===== src/hw/rtl/hex_world_to_cell_unit_defines.svh =====
// assertion macros for the hex world-to-cell unit
// expects clk and rst_n in the scope where the macros are used
`ifndef HEX_WORLD_TO_CELL_UNIT_DEFINES_SVH
`define HEX_WORLD_TO_CELL_UNIT_DEFINES_SVH

// condition must hold at every clock edge out of reset
`define HWC_ASSERT_ALWAYS(lbl, cond, msg) \
  lbl: assert property (@(posedge clk) disable iff (!rst_n) (cond)) else $error(msg);

// consequent must hold in the same cycle as the antecedent
`define HWC_ASSERT_IMPL(lbl, ante, cons, msg) \
  lbl: assert property (@(posedge clk) disable iff (!rst_n) (ante) |-> (cons)) \
    else $error(msg);

`endif


===== src/hw/rtl/hwc_pkg.sv =====
// shared types and constants for the hex world-to-cell unit
// no dependencies
`timescale 1ns / 1ps
`default_nettype none

package hwc_pkg;

  localparam int COORD_W   = 24;
  localparam int CELL_W    = 16;
  localparam int SIZE_W    = 16;
  localparam int DIVISOR_W = SIZE_W + 2;

  // sqrt(3)/3 with 32 fraction bits
  localparam logic [31:0] SQRT3_DIV3_Q32 = 32'h93CD_3A2C;

  localparam logic [SIZE_W-1:0] CELL_SIZE_RST = 16'd256;

  localparam logic signed [CELL_W-1:0] CELL_MAX = 16'sh7FFF;
  localparam logic signed [CELL_W-1:0] CELL_MIN = 16'sh8000;

  typedef struct packed {
    logic signed [COORD_W-1:0] world_x;
    logic signed [COORD_W-1:0] world_y;
  } hwc_in_t;

  typedef struct packed {
    logic signed [CELL_W-1:0] cell_col;
    logic signed [CELL_W-1:0] cell_row;
    logic                     out_of_range;
  } hwc_out_t;

endpackage

`default_nettype wire


===== src/hw/rtl/hwc_front.sv =====
// front end: builds the two fixed-point numerators from a world point
// three pipeline stages; uses hwc_pkg
`timescale 1ns / 1ps
`default_nettype none

module hwc_front import hwc_pkg::*; #(
  parameter int FRAC_BITS = 16,
  localparam int NUM_W = 27 + FRAC_BITS
) (
  input  logic                    clk,
  input  logic                    rst_n,
  input  logic                    in_valid,
  output logic                    in_ready,
  input  hwc_in_t                 in_item,
  output logic                    out_valid,
  input  logic                    out_ready,
  output logic signed [NUM_W-1:0] out_num_x,
  output logic signed [NUM_W-1:0] out_num_z
);

  localparam int X3_W   = COORD_W + 2;
  localparam int PROD_W = X3_W + 33;

  logic va_r, vb_r, vc_r;
  logic ready_a, ready_b, ready_c;

  logic signed [X3_W-1:0]    x3_nxt, a_x3_r;
  logic signed [COORD_W-1:0] a_y_r, b_y_r;
  logic signed [32:0]        k_s;
  logic signed [PROD_W-1:0]  prod_nxt, b_prod_r;
  logic signed [PROD_W-1:0]  y_sh, nx_full;
  logic signed [NUM_W-1:0]   nx_nxt, nz_nxt, c_nx_r, c_nz_r;

  assign ready_c  = !vc_r || out_ready;
  assign ready_b  = !vb_r || ready_c;
  assign ready_a  = !va_r || ready_b;
  assign in_ready = ready_a;

  // stage a: 3*x
  assign x3_nxt = X3_W'($signed(in_item.world_x))
                + (X3_W'($signed(in_item.world_x)) <<< 1);

  // stage b: 3*x*K, a 26 by 33 bit signed product
  assign k_s      = $signed({1'b0, SQRT3_DIV3_Q32});
  assign prod_nxt = PROD_W'(a_x3_r) * PROD_W'(k_s);

  // stage c: subtract y*2^32, scale down, and build the z numerator
  assign y_sh    = PROD_W'(b_y_r) <<< 32;
  assign nx_full = b_prod_r - y_sh;
  assign nx_nxt  = $signed(nx_full[PROD_W-1:32-FRAC_BITS]);
  assign nz_nxt  = NUM_W'(b_y_r) <<< (FRAC_BITS + 1);

  always_ff @(posedge clk) begin
    if (!rst_n) begin
      va_r <= 1'b0;
      vb_r <= 1'b0;
      vc_r <= 1'b0;
    end else begin
      if (ready_a) begin
        va_r <= in_valid;
      end
      if (ready_b) begin
        vb_r <= va_r;
      end
      if (ready_c) begin
        vc_r <= vb_r;
      end
    end
  end

  always_ff @(posedge clk) begin
    if (ready_a && in_valid) begin
      a_x3_r <= x3_nxt;
      a_y_r  <= $signed(in_item.world_y);
    end
    if (ready_b && va_r) begin
      b_prod_r <= prod_nxt;
      b_y_r    <= a_y_r;
    end
    if (ready_c && vb_r) begin
      c_nx_r <= nx_nxt;
      c_nz_r <= nz_nxt;
    end
  end

  assign out_valid = vc_r;
  assign out_num_x = c_nx_r;
  assign out_num_z = c_nz_r;

endmodule

`default_nettype wire


===== config.mk =====
export PLATFORM = sky130hd
export DESIGN_NAME = hwc_front
export DESIGN_NICKNAME = d
export VERILOG_FILES = /design/src/hw/rtl/hex_world_to_cell_unit_defines.svh /design/src/hw/rtl/hwc_pkg.sv /design/src/hw/rtl/hwc_front.sv
export SDC_FILE = /design/constraint.sdc
export NUM_CORES = 1
export LEC_CHECK = 0
export BUFFER_PORTS_ARGS = -buffer_cell sky130_fd_sc_hd__clkbuf_2
export CORE_ASPECT_RATIO = 0.6
export CORE_MARGIN = 2
export CORE_UTILIZATION = 40
export DETAILED_ROUTE_END_ITERATION = 16
export GPL_ROUTABILITY_DRIVEN = 0
export RECOVER_POWER = 50
export SLEW_MARGIN = 20
export SYNTH_ARGS = -nofsm -noshare
export SYNTH_HDL_FRONTEND = slang
export SYNTH_SLANG_ARGS = --single-unit
export TNS_END_PERCENT = 1

===== constraint.sdc =====
create_clock -name clk -period 9.4 [get_ports clk]
set_clock_uncertainty 0.05 [all_clocks]
set_input_delay 0.47 -clock clk [delete_from_list [all_inputs] [get_ports clk]]
set_output_delay 0.47 -clock clk [all_outputs]
set_load 0.02 [all_outputs]

* Yosys cells after proc, flatten, opt, wreduce, memory -nomap -nowiden
Cells that the tools add are included.
Cells by class: add/sub/neg operators 2, multipliers 1, divide/modulo/power cells 0, $lt $le $gt $ge 0, equality and inequality tests 0, shift-type cells 0, muxes and demuxes 0, bitwise operators 0, reductions and logical operators 9
Operator list (number):
- $sub 59x56->59 | 1
- $mul 26x31->57 const B | 1
- $add 24x25->26 | 1
- $logic_and 1x1->1 | 3
- $logic_not 1->1 | 3
- $logic_or 1x1->1 | 3
Storage, ports and cells: bits in registers 201, latch bits 0, RAM bits 0, ROM bits 0, input bits 52, output and inout port bits 88, word-level logic and storage cells 21, memories kept 0

* Depth between registers and ports, before layout
word-level depth 5, mapped depth 26, gate-level depth less buffers 26

* Least setup slack after synthesis
Ideal clock, no wire load.
path kind register to register, start point register a_x3_r[5], end point register b_prod_r[45], data pin, arrival time 6057 ps, required time 9088 ps, slack 3031 ps, stages on the path, launching flop included 22, buffers on the path 0, clock period less this slack 6369 ps, cells stage by stage edfxtp_1 -> fa_1 -> inv_1 -> fa_1 -> fa_1 -> fa_1 -> inv_1 -> fa_1 -> fa_1 -> inv_1 -> fa_1 -> inv_1 -> ha_1 -> a21o_1 -> a21o_1 -> a21oi_1 -> nand2_1 -> and4_1 -> a21o_1 -> a211oi_2 -> o21bai_1 -> xor2_1
On the way: cells in the longest elaborated chain, start to end 1
Ends and longest elaborated chain:
- from (decl) | line hwc_front.sv:27 | logic signed [X3_W-1:0] x3_nxt, a_x3_r;
- from (signal assigned) | line hwc_front.sv:73 | a_x3_r <= x3_nxt;
- $mul 26x31->57 | line hwc_front.sv:45 | assign prod_nxt = PROD_W'(a_x3_r) * PROD_W'(k_s);
- via prod_nxt[45] | line hwc_front.sv:30 | logic signed [PROD_W-1:0] prod_nxt, b_prod_r;
- to (signal assigned) | line hwc_front.sv:77 | b_prod_r <= prod_nxt;
- to (decl) | line hwc_front.sv:30
The timed path passes the listed nets, and every way through them passes these cells. A chain may end at the register's enable or synchronous reset.

* Final worst setup path
start point register a_x3_r[5], end point register b_prod_r[49], data pin
Same word-level chain as after synthesis.

==> out/results.ini <==
[clock_network]
cts.clk_slew.worst_paths_ns = 0.09
cts_root_buf = clkbuf_16
hold_buffers = 0
cts_sinks = 187
cts_tree = built
ctsHtreeMaxLevel = 4
post_cts_resized = 0
numCtsBuffers = 17
clockBufferDepth = 2
cts_setup_buffers = 0
worst_skew_pair.late_latency_ns = 0.46

[synth]
yosys.cell_types.count = 66
synthArstFlopShare_pct = 0
synth_seq_cells = 187
synth_top_family_by_area = adder cells
synth-main-ff-cell = edfxtp_1
yosys.area_share.simple_pct = 4.35
yosys_warnings = 0
syn_inst = 1885
synthMuxAreaShare_pct = 0
synth_seq_area_share_pct = 26.4
syn_area_per_cell_um2 = 11.2
synth_compound_area_share_pct = 8.06
synth_fa_ha_area_share_pct = 47.5
synth_edf_count = 184
synth_xor_area_share_pct = 3.64
netlist_area_um2 = 21200

[die]
fp.coreArea_um2 = 52500
dieArea_um2 = 54900
die_y_um = 182
design.portCount = 140
start_util_pct = 40.4
rows = 65
die_w_um = 301

[setup_path]
reg2reg_from = a_x3_r[5]$_DFFE_PP_
r2r_end = b_prod_r[49]$_DFFE_PP_
reg2regPathDepth = 21
rrSetupSlack_ns = 2.27
critical_path_class = flop to flop
crit_start = a_x3_r[5]$_DFFE_PP_
start_kind = flop
critPathArrivalTime_ns = 7.27
cp-end-kind = flop
cp-endpoint = b_prod_r[49]$_DFFE_PP_
cp.required_ns = 9.54
crit_path_max_fanout = 10

[worst_hold_path]
hp-class = primary input to flop

[timing]
setup_tns_ns = 0
max_slew_margin_pct = -158
rsz0062_at_grt = false
slew_violations = 119
hold_viol = 0
setup_viol = 0
period_share_pct = 75.9
period_needed_ns = 7.13
worst_pin_slew_ns = 3.87
clock.fmax_mhz = 140

[routing]
final_antenna_net_count = 0
vias = 13700
drc_errors = 0
drt_pass1_iterations = 5
totalWireLength_mm = 55.5
wl_per_cell_um = 20.3
first_iter_violations = 1147
vias_per_cell = 4.99

[placement]
dp.final_hpwl_mm = 47.7
port_buffers = 122
placed_area_um2 = 22600

[cells_and_area]
antennaDiodeCount = 0
drive_gt1_share_pct = 5.56
final_common_cell = inv_1
areaGrowthSynthToFinish_pct = 9.09
final_cell_mix = 523 x inv_1, 350 x ha_1, 284 x fa_1
stdcell_area_um2 = 23100
nNetsFinal = 2707

[grt]
grt_use_total_pct = 20.8
grt_pass1_wl_mm = 84.8
grt_max_degree = 68
overflow = 0
grt_pass1_vias = 14200
antenna_found_initial = 0

[run]
cap_violations = 2

[status]
violations = capacitance limit, slew limit
status = finished with violations

metal layers:
| layer | GRT usage (%) | share of wire, % | wire length [um] | vias up |
|---|---|---|---|---|
| met2 | 25.6 | 35 | 19500 | 567 |
| li1 | - | - | - | 6329 |
| met4 | 2.55 | 0.85 | 471 | 0 |
| met3 | 10.8 | 14 | 7900 | 35 |
| met5 | 0 | 0 | 0 | - |
| met1 | 32.3 | 50 | 27600 | 6736 |
cell usage after synthesis, types with 3 or more instances:
master	number	area share (%)
xor2_1	23	0.95
o21bai_1	18	0.64
a41oi_1	3	0.12
xnor2_1	65	2.7
a211oi_1	3	0.11
nor2b_1	16	0.47
a21boi_0	5	0.18
and4_1	3	0.12
nor2_1	42	0.74
nand4_1	12	0.35
o211ai_1	4	0.14
a21oi_2	3	0.12
fa_1	284	27
a21o_1	41	1.5
ha_1	350	21
o21ai_0	23	0.54
o21ai_2	7	0.29
a21oi_1	82	1.9
o21a_1	11	0.39
or2_2	7	0.21
a31oi_1	7	0.21
inv_1	523	9.3
buf_4	19	0.67
a31o_1	3	0.12
nor3_1	12	0.28
clkbuf_1	4	0.071
nand3_1	11	0.26
nand2b_1	13	0.38
and2_1	5	0.15
and3_1	13	0.38
o21ai_1	10	0.24
edfxtp_1	184	26
nand2_1	37	0.66
dfxtp_1	3	0.28
flip-flops by register name, indices dropped and copies added (netlist names):
| signal | flops |
|---|---|
| b_prod_r | 43 |
| out_num_x | 43 |
| a_x3_r | 26 |
| a_y_r | 24 |
| b_y_r | 24 |
| out_num_z | 24 |
| out_valid | 1 |
| va_r | 1 |
| vb_r | 1 |
worst min path at each step:
stage,start,end,cells after the start
6_report,in_item[10],a_y_r[10]$_DFFE_PP_,1
5_1_grt,in_item[11],a_y_r[11]$_DFFE_PP_,1
4_1_cts,in_item[20],a_y_r[20]$_DFFE_PP_,1
3_5_place_dp,a_y_r[4]$_DFFE_PP_,b_y_r[4]$_DFFE_PP_,0
3_3_place_gp,a_y_r[2]$_DFFE_PP_,b_y_r[2]$_DFFE_PP_,0
2_1_floorplan,a_y_r[0]$_DFFE_PP_,b_y_r[0]$_DFFE_PP_,0
stage by stage:
step	setup WS [ns]	hold slack, ns	utilization [%]	instances
2_1_floorplan	3.03	0.350	-	1901
3_3_place_gp	2.45	0.353	43.1	2705
3_5_place_dp	2.38	0.355	43.1	2705
4_1_cts	2.36	0.112	44.3	2737
5_1_grt	1.93	0.111	44.1	2737
6_report	2.27	0.128	44.1	2737
cell families after synthesis:
group / count (synthesis)
AO/OA/AOI/OAI: 248
XOR/XNOR: 88
adder cells (fa/ha/maj): 634
buffers and inverters: 547
flip-flops: 187
other: 1
AND/OR/NAND/NOR: 180
area by class of cell:
cell class | count | area [um^2]
fill | 4980 | 29300
sequential | 187 | 5590
clock inverter | 15 | 183
inverter | 523 | 1960
timing repair buffer | 125 | 529
multi-input combinational | 1167 | 13500
tap | 703 | 880
clock buffer | 17 | 425
critical path: stages (launching register included):
cell and delay (ns):
edfxtp_1 0.62, fa_1 0.70, fa_1 0.46, fa_1 0.51, inv_1 0.05, fa_1 0.39, inv_1 0.12, fa_1 0.45
fa_1 0.55, inv_1 0.05, fa_1 0.47, inv_1 0.04, ha_1 0.35, a21o_1 0.23, a21oi_1 0.20, nor2_1 0.10
o311ai_1 0.35, nand3_1 0.26, and3_1 0.22, a211oi_1 0.36, a21oi_1 0.14, xor2_1 0.17
Power is not shown: default switching activity piles up to over one toggle a cycle in this logic, so the estimate is an artifact.
