**src/hw/rtl/hex_world_to_cell_unit_defines.svh**
```systemverilog
// assertion macros for the hex world-to-cell unit
// expects clk and rst_n in the scope where the macros are used
`ifndef HEX_WORLD_TO_CELL_UNIT_DEFINES_SVH
`define HEX_WORLD_TO_CELL_UNIT_DEFINES_SVH

// condition must hold at every clock edge out of reset
`define HWC_ASSERT_ALWAYS(lbl, cond, msg) \
  lbl: assert property (@(posedge clk) disable iff (!rst_n) (cond)) else $error(msg);

// consequent must hold in the same cycle as the antecedent
`define HWC_ASSERT_IMPL(lbl, ante, cons, msg) \
  lbl: assert property (@(posedge clk) disable iff (!rst_n) (ante) |-> (cons)) \
    else $error(msg);

`endif

```
**src/hw/rtl/hwc_pkg.sv**
```systemverilog
// shared types and constants for the hex world-to-cell unit
// no dependencies
`timescale 1ns / 1ps
`default_nettype none

package hwc_pkg;

  localparam int COORD_W   = 24;
  localparam int CELL_W    = 16;
  localparam int SIZE_W    = 16;
  localparam int DIVISOR_W = SIZE_W + 2;

  // sqrt(3)/3 with 32 fraction bits
  localparam logic [31:0] SQRT3_DIV3_Q32 = 32'h93CD_3A2C;

  localparam logic [SIZE_W-1:0] CELL_SIZE_RST = 16'd256;

  localparam logic signed [CELL_W-1:0] CELL_MAX = 16'sh7FFF;
  localparam logic signed [CELL_W-1:0] CELL_MIN = 16'sh8000;

  typedef struct packed {
    logic signed [COORD_W-1:0] world_x;
    logic signed [COORD_W-1:0] world_y;
  } hwc_in_t;

  typedef struct packed {
    logic signed [CELL_W-1:0] cell_col;
    logic signed [CELL_W-1:0] cell_row;
    logic                     out_of_range;
  } hwc_out_t;

endpackage

`default_nettype wire

```
**src/hw/rtl/hwc_round.sv**
```systemverilog
// cube rounding, largest-error rebuild, offset conversion and saturation
// four pipeline stages, the last one is the output register; uses hwc_pkg
`timescale 1ns / 1ps
`default_nettype none

module hwc_round import hwc_pkg::*; #(
  parameter int FRAC_BITS = 16,
  localparam int QUO_W = 28 + FRAC_BITS
) (
  input  logic                    clk,
  input  logic                    rst_n,
  input  logic                    in_valid,
  output logic                    in_ready,
  input  logic signed [QUO_W-1:0] in_quo_x,
  input  logic signed [QUO_W-1:0] in_quo_z,
  input  logic                    size_zero,
  output logic                    out_valid,
  input  logic                    out_ready,
  output hwc_out_t                out_item
);

  localparam int EXT_W = QUO_W + 2;
  localparam int RND_W = EXT_W - FRAC_BITS;
  localparam int BLD_W = RND_W + 2;
  localparam int COL_W = BLD_W + 1;

  localparam logic [FRAC_BITS-1:0] HALF = {1'b1, {(FRAC_BITS-1){1'b0}}};

  // distance of the rounded value from the original, from the low bits of q + half
  function automatic logic [FRAC_BITS-1:0] round_err(input logic [FRAC_BITS-1:0] low);
    logic [FRAC_BITS:0] d;
    d = {1'b0, HALF} - {1'b0, low};
    return d[FRAC_BITS] ? FRAC_BITS'(-d) : d[FRAC_BITS-1:0];
  endfunction

  // returns {saturated, clamped value}
  function automatic logic [CELL_W:0] clamp(input logic signed [COL_W-1:0] v);
    logic fits;
    fits = (&v[COL_W-1:CELL_W-1]) || !(|v[COL_W-1:CELL_W-1]);
    if (fits) begin
      return {1'b0, v[CELL_W-1:0]};
    end
    return {1'b1, v[COL_W-1] ? CELL_MIN : CELL_MAX};
  endfunction

  logic v1_r, v2_r, v3_r, v4_r;
  logic rdy1, rdy2, rdy3, rdy4;

  logic signed [EXT_W-1:0] qy_nxt;
  logic signed [EXT_W-1:0] s1_qx_r, s1_qy_r, s1_qz_r;

  logic signed [EXT_W-1:0]  tx, ty, tz;
  logic signed [RND_W-1:0]  s2_rx_r, s2_ry_r, s2_rz_r;
  logic [FRAC_BITS-1:0]     s2_ex_r, s2_ey_r, s2_ez_r;

  logic signed [BLD_W-1:0]  bx, by, bz;
  logic signed [BLD_W-1:0]  s3_rx_r, s3_rz_r;

  logic signed [COL_W-1:0]  col_full, row_full;
  logic [CELL_W:0]          col_c, row_c;
  hwc_out_t                 res_nxt, res_r;

  assign rdy4     = !v4_r || out_ready;
  assign rdy3     = !v3_r || rdy4;
  assign rdy2     = !v2_r || rdy3;
  assign rdy1     = !v1_r || rdy2;
  assign in_ready = rdy1;

  // stage 1: y = -x - z
  assign qy_nxt = -EXT_W'(in_quo_x) - EXT_W'(in_quo_z);

  // stage 2: round half up and rounding error per component
  assign tx = s1_qx_r + $signed({{(EXT_W-FRAC_BITS){1'b0}}, HALF});
  assign ty = s1_qy_r + $signed({{(EXT_W-FRAC_BITS){1'b0}}, HALF});
  assign tz = s1_qz_r + $signed({{(EXT_W-FRAC_BITS){1'b0}}, HALF});

  // stage 3: rebuild the component with the largest error
  always_comb begin
    bx = BLD_W'(s2_rx_r);
    by = BLD_W'(s2_ry_r);
    bz = BLD_W'(s2_rz_r);
    if (s2_ex_r > s2_ey_r && s2_ex_r > s2_ez_r) begin
      bx = -by - bz;
    end else if (s2_ey_r > s2_ez_r) begin
      by = -bx - bz;
    end else begin
      bz = -bx - by;
    end
  end

  // stage 4: odd-row offset and clamp; (z - (z & 1)) / 2 is z >>> 1
  assign col_full = COL_W'(s3_rx_r) + COL_W'(s3_rz_r >>> 1);
  assign row_full = COL_W'(s3_rz_r);
  assign col_c    = clamp(col_full);
  assign row_c    = clamp(row_full);

  always_comb begin
    if (size_zero) begin
      res_nxt.cell_col     = '0;
      res_nxt.cell_row     = '0;
      res_nxt.out_of_range = 1'b1;
    end else begin
      res_nxt.cell_col     = $signed(col_c[CELL_W-1:0]);
      res_nxt.cell_row     = $signed(row_c[CELL_W-1:0]);
      res_nxt.out_of_range = col_c[CELL_W] || row_c[CELL_W];
    end
  end

  always_ff @(posedge clk) begin
    if (!rst_n) begin
      v1_r <= 1'b0;
      v2_r <= 1'b0;
      v3_r <= 1'b0;
      v4_r <= 1'b0;
    end else begin
      if (rdy1) begin
        v1_r <= in_valid;
      end
      if (rdy2) begin
        v2_r <= v1_r;
      end
      if (rdy3) begin
        v3_r <= v2_r;
      end
      if (rdy4) begin
        v4_r <= v3_r;
      end
    end
  end

  always_ff @(posedge clk) begin
    if (rdy1 && in_valid) begin
      s1_qx_r <= EXT_W'(in_quo_x);
      s1_qy_r <= qy_nxt;
      s1_qz_r <= EXT_W'(in_quo_z);
    end
    if (rdy2 && v1_r) begin
      s2_rx_r <= $signed(tx[EXT_W-1:FRAC_BITS]);
      s2_ry_r <= $signed(ty[EXT_W-1:FRAC_BITS]);
      s2_rz_r <= $signed(tz[EXT_W-1:FRAC_BITS]);
      s2_ex_r <= round_err(tx[FRAC_BITS-1:0]);
      s2_ey_r <= round_err(ty[FRAC_BITS-1:0]);
      s2_ez_r <= round_err(tz[FRAC_BITS-1:0]);
    end
    if (rdy3 && v2_r) begin
      s3_rx_r <= bx;
      s3_rz_r <= bz;
    end
    if (rdy4 && v3_r) begin
      res_r <= res_nxt;
    end
  end

  assign out_valid = v4_r;
  assign out_item  = res_r;

endmodule

`default_nettype wire

```
**config.mk**
```make
export PLATFORM = sky130hd
export DESIGN_NAME = hwc_round
export DESIGN_NICKNAME = d
export VERILOG_FILES = /design/src/hw/rtl/hex_world_to_cell_unit_defines.svh /design/src/hw/rtl/hwc_pkg.sv /design/src/hw/rtl/hwc_round.sv
export SDC_FILE = /design/constraint.sdc
export NUM_CORES = 1
export LEC_CHECK = 0
export ABC_AREA = 1
export BUFFER_PORTS_ARGS = -buffer_cell sky130_fd_sc_hd__buf_4
export CAP_MARGIN = 0
export CORE_MARGIN = 3
export CORE_UTILIZATION = 40
export CTS_CLUSTER_DIAMETER = 120
export CTS_CLUSTER_SIZE = 30
export DETAILED_ROUTE_END_ITERATION = 12
export GPL_TIMING_DRIVEN = 0
export HOLD_SLACK_MARGIN = 0.02
export MAX_ROUTING_LAYER = met4
export PLACE_DENSITY_LB_ADDON = 0.1
export SKIP_LAST_GASP = 1
export SLEW_MARGIN = 25
export SYNTH_ARGS = -nofsm -noshare
export SYNTH_HDL_FRONTEND = slang
export SYNTH_SLANG_ARGS = --single-unit
```
**constraint.sdc**
```tcl
create_clock -name clk -period 8.3 [get_ports clk]
set_input_delay 2.075 -clock clk [delete_from_list [all_inputs] [get_ports clk]]
set_output_delay 2.075 -clock clk [all_outputs]
set_load 0.05 [all_outputs]
```
======== After elaboration in Yosys (flattened, before gate mapping) ========
Index checks and enable logic that the tools add are counted.
operators by class
  add/sub/neg operators ................... 16
  order comparisons ....................... 3
  reductions and logical operators ........ 22
  multiplexer cells ....................... 14
operators with widths
  operator                  count
  $mux W32                  3
  $add A44 B17 Y45 const B  2
  $mux W16                  5
  $mux W17                  4
  $sub A16 B16 Y17 const A  3
  $gt A16 B16 Y1            3
  $neg A16 Y16              3
  $add A46 B17 Y46 const B  1
  $neg A44 Y46              1
  $sub A46 B44 Y46          1
  $add A32 B31 Y33          1
  $neg A29 Y32              1
  $neg A30 Y32              1
  $sub A32 B29 Y32          1
  $sub A32 B30 Y32          1
  $reduce_and A18 Y1        1
  $reduce_or A18 Y1         1
  $reduce_and A17 Y1        1
  $reduce_or A17 Y1         1
  $logic_or A1 B1 Y1        7
  $logic_not A1 Y1          6
  $logic_and A1 B1 Y1       5
  $mux W1                   2
storage, ports and cells
  input bits .............................. 93
  logic and storage cells ................. 73
  output and inout port bits .............. 35
  register bits after elaboration ......... 371

======== Longest topological paths before layout ========
  depth after elaboration ................. 7
  gate-level depth with buffers ........... 21
  gate-level depth less buffers ........... 20

======== Worst setup path before layout ========
Ideal clock, no wire load.
  path kind ............................... input-to-reg
  start point ............................. input out_ready
  end point ............................... register s1_qx_r[0] (enable)
  arrival time ............................ 8052 ps
  cell stages on the path ................. 8
  path buffers ............................ 0
  path slack .............................. -384 ps
  path through ............................ nor2_1 -> inv_1 -> nor2_1 -> inv_1 -> nor2_1 -> inv_1 -> nor2_1 -> nor2_1
on the way
  word-level cells in the longest chain between the ends .. 5
RTL lines
  item                  line              source
  from (decl)           hwc_round.sv:18   input logic out_ready,
  $logic_or A1 B1 Y1    hwc_round.sv:63   assign rdy4 = !v4_r || out_ready;
  $logic_or A1 B1 Y1    hwc_round.sv:64   assign rdy3 = !v3_r || rdy4;
  $logic_or A1 B1 Y1    hwc_round.sv:65   assign rdy2 = !v2_r || rdy3;
  $logic_or A1 B1 Y1    hwc_round.sv:66   assign rdy1 = !v1_r || rdy2;
  $logic_and A1 B1 Y1   hwc_round.sv:132  if (rdy1 && in_valid) begin
  to (signal assigned)  hwc_round.sv:133  s1_qx_r <= EXT_W'(in_quo_x);
  to (decl)             hwc_round.sv:50   logic signed [EXT_W-1:0] s1_qx_r, s1_qy_r, s1_qz_r;
No other way between the ends.
A chain may end at the register's enable or synchronous reset.

======== Final worst setup path ========
  start point ............................. input out_ready
  end point ............................... output in_ready
on the way
  word-level cells in the longest chain between the ends .. 4
RTL lines
  item                line             source
  $logic_or A1 B1 Y1  hwc_round.sv:63
  $logic_or A1 B1 Y1  hwc_round.sv:64
  $logic_or A1 B1 Y1  hwc_round.sv:65
  $logic_or A1 B1 Y1  hwc_round.sv:66
  to (decl)           hwc_round.sv:13  output logic in_ready,
No other way between the ends.

==> key figures <==
Outcome
  • Status: finished, final reports clean

Floorplan
  • Die Width: 268 um
  • IO Count: 128
  • Starting Density: 40.6%
  • Row Count: 95
  • Chip Height: 268 um
  • Placeable Area: 67600 sq um
  • Total die area: 71900 sq um

Logic synthesis
  • Synthesized netlist cell count: 3284
  • Syn Std Cell Area: 27500 sq um
  • Synth Net Count: 3675
  • Ranking of synthesized cells by area: edfxtp_1, ha_1, nand2_1
  • Most frequent cells after synthesis: nand2_1, inv_1, edfxtp_1
  • Area share of the largest cell type after synthesis: 40.1%
  • Leading area contributor after synthesis: edfxtp_1
  • Syn avg cell area: 8.37 sq um
  • Seq/Total Area, Yosys: 40.4%
  • #FFs+latches synth: 371
  • Asr flop ratio synth: 0%
  • Number of synthesized flops with an enable pin: 367
  • Yosys cell types: 61
  • Synth warnings: 0
  • Most frequent cell after synthesis: nand2_1
  • Dominant synthesized flop cell: edfxtp_1

Timing
  • Max Transition Viols Final: 0
  • Min cycle time layout: 5440 ps
  • # setup viols final: 0
  • Unrepaired setup endpoints after global routing: false
  • Final period util: 65.5%
  • Final Hold Vio Count: 0
  • TNS Setup: 0 ps
  • Fin Clk Skew: 31.9 ps
  • Fmax: 0.184 GHz
  • Max-slew headroom: 26.9%
  • Worst Max-Slew Pin Slew: 1090 ps

Clock network
  • Post-CTS Setup Bufs: 0
  • Root buf cell: clkbuf_16
  • Number of H-tree levels: 1
  • Clock sinks: 371
  • Clk buf depth: 3
  • Post-cts hold buffer count: 0
  • Inserted Clock Buffers: 17
  • Post_cts resized: 0
  • Worst-Skew Late Latency: 550 ps
  • CTS tree: done
  • Clk slew on worst S/H paths: 100 ps

Worst setup path
  • Worst EP required: 6230 ps
  • Max stage delay on crit path: 230 ps
  • CP arrival: 3360 ps
  • Critical-path top delay cell: nor2_1
  • Buffers and inverters on the worst path: 6
  • CP Depth: 10
  • Worst setup SP type: primary input
  • Critical-path maximum fanout: 3
  • CP Class: primary input to output pin
  • Crit path cell chain: buf_4 > nor2_1 > inv_1 > nor2_1 > inv_1 > nor2_1 > inv_1 > nor2_1 > inv_1 > buf_4
  • CP top delay family: buffers and inverters
  • Setup crit end kind: output pin
  • Worst Reg-to-Reg Cells: 16

Hold path
  • Worst hold path type: register to register
  • Hold Path Depth: 2

Global routing
  • Initial antenna violation count: 1
  • Overall routing resource usage: 22.6%
  • Vias in the first global route: 21300
  • First-pass GRT wire length: 120000 um
  • Gr ovfl total: 0
  • Largest net degree at the start of global routing: 102

Finish
  • Final nets: 3829
  • Syn-to-layout area delta: 10.2%
  • Filler cells: 6767
  • Post-Route Utilization: 44.8%
  • Share of layout cells above drive strength 1: 7.47%

Route
  • Final wirelength: 78900 um
  • Drt pass-1 iters: 5
  • Number of remaining DRC errors: 0
  • Via/cell ratio: 4.96
  • Via Count: 21400
  • Initial detailed-routing violation count: 1312
  • Drt wl/cell: 18.3 um
  • DRT antenna net count: 0

Power and ir drop
  • PwrDens: 161 nW/um^2
  • LEAKAGE: 0.0142 uW
  • Maximum vdd drop: 0.134 mV

Placement
  • Number of buffers added on ports: 126
  • Gp weighted congestion: 0.921
  • DP Wirelength: 68600 um

Flow run
  • Max_cap viols: 0
==> cell usage in the layout, fill, tap and decap left out, types with 9 or more instances in the layout <==
master,count
nor3_1,36
nand3b_1,13
nor2_2,20
inv_1,602
clkbuf_1,13
a21o_1,14
edfxtp_1,367
nand4_1,44
nand3_1,114
a21oi_1,217
nand2_1,709
nand3_2,14
o21ai_0,148
nor2_1,274
o21bai_1,10
a31oi_1,16
xor2_1,150
o21a_1,9
nor3_2,9
clkbuf_16,17
buf_4,127
nor4_1,18
inv_2,10
ha_1,294
nand2_2,17
xnor2_1,83
==> cells by family after synthesis <==
logic type                 Yosys count  synth area share (%)
and+or+nand+nor                   1297                  20.7
buffers and inverters              631                  8.68
AOI/OAI and AO/OA                  453                  9.05
DFF                                371                  40.4
adders and majority gates          298                  13.7
xor gates and xnor gates           234                  7.49
==> state kept, by name (all words and copies together) (netlist names) <==
register / flops
s2_rz_r: 29
v2_r: 1
s2_ry_r: 30
s2_ez_r: 16
s2_ey_r: 16
s3_rz_r: 32
v1_r: 1
out_valid: 1
s3_rx_r: 32
out_item: 33
s2_ex_r: 16
s1_qx_r: 44
s1_qz_r: 44
s2_rx_r: 29
v3_r: 1
s1_qy_r: 46
==> routing by layer <==
metal | up-vias | global-route usage [%] | part of all wire, %
li1 | 11100 | - | -
met1 | 9863 | 32.0 | 50
met2 | 342 | 35.2 | 44
met3 | 76 | 1.54 | 3.3
met4 | 0 | 5.76 | 2.6
met5 | - | - | 0
==> cell type report <==
class,instances,area (sq um),share of cell area [%]
sequential,371,11100,36.6
clock inverter,6,92.6,0.306
clock buffer,17,425,1.40
antenna,1,2.50,0.00826
inverter,614,2310,7.64
tap,873,1090,3.61
buffer,17,80.1,0.264
timing repair buffer,135,1170,3.87
multi-input combinational,2282,14000,46.3
==> worst paths after layout <==
| check | endpoint | startpoint | slack (ps) |
|---|---|---|---|
| setup / recovery | in_ready | out_ready | 2860 |
| hold / removal | v2_r$_SDFFE_PN0P_ | v1_r$_SDFFE_PN0N_ | 480 |
| setup reg to reg | s3_rz_r[29]$_DFFE_PP_ | s2_ry_r[1]$_DFFE_PP_ | 4680 |
| hold reg to reg | v2_r$_SDFFE_PN0P_ | v1_r$_SDFFE_PN0N_ | 480 |
==> worst reg2reg max path, cell delays in order, from the launching register on <==
cell	delay (ps)
edfxtp_1	480
ha_1	310
inv_1	60
ha_1	170
inv_1	60
fa_1	380
o21ai_0	310
nand2_1	90
nand2_1	110
nand2_1	60
nand2_1	200
nand3_1	110
nand2_1	140
nand3_1	140
o21ai_0	350
xnor2_1	180
o21ai_0	160
==> power by group <==
group / switching (uW) / total (uW) / internal [uW]
clock: 599 / 1020 / 419
sequential: 114 / 2370 / 2260
combinational: 977 / 1490 / 517
total: 1690 / 4890 / 3200
==> through the flow <==
step	worst slack (ps)	std cells	hold slack [ps]	instance area, sq um	total power (uW)
final	2860	4316	481	30300	4890
after global routing	2710	4316	523	30300	5200
after CTS	2880	4315	481	30300	4940
after detailed placement	2520	4292	464	29800	3910
after global placement	14.2	4283	457	29500	3890
after floorplan	1950	3284	451	27500	3400
Power figures use the tool's default switching activity.
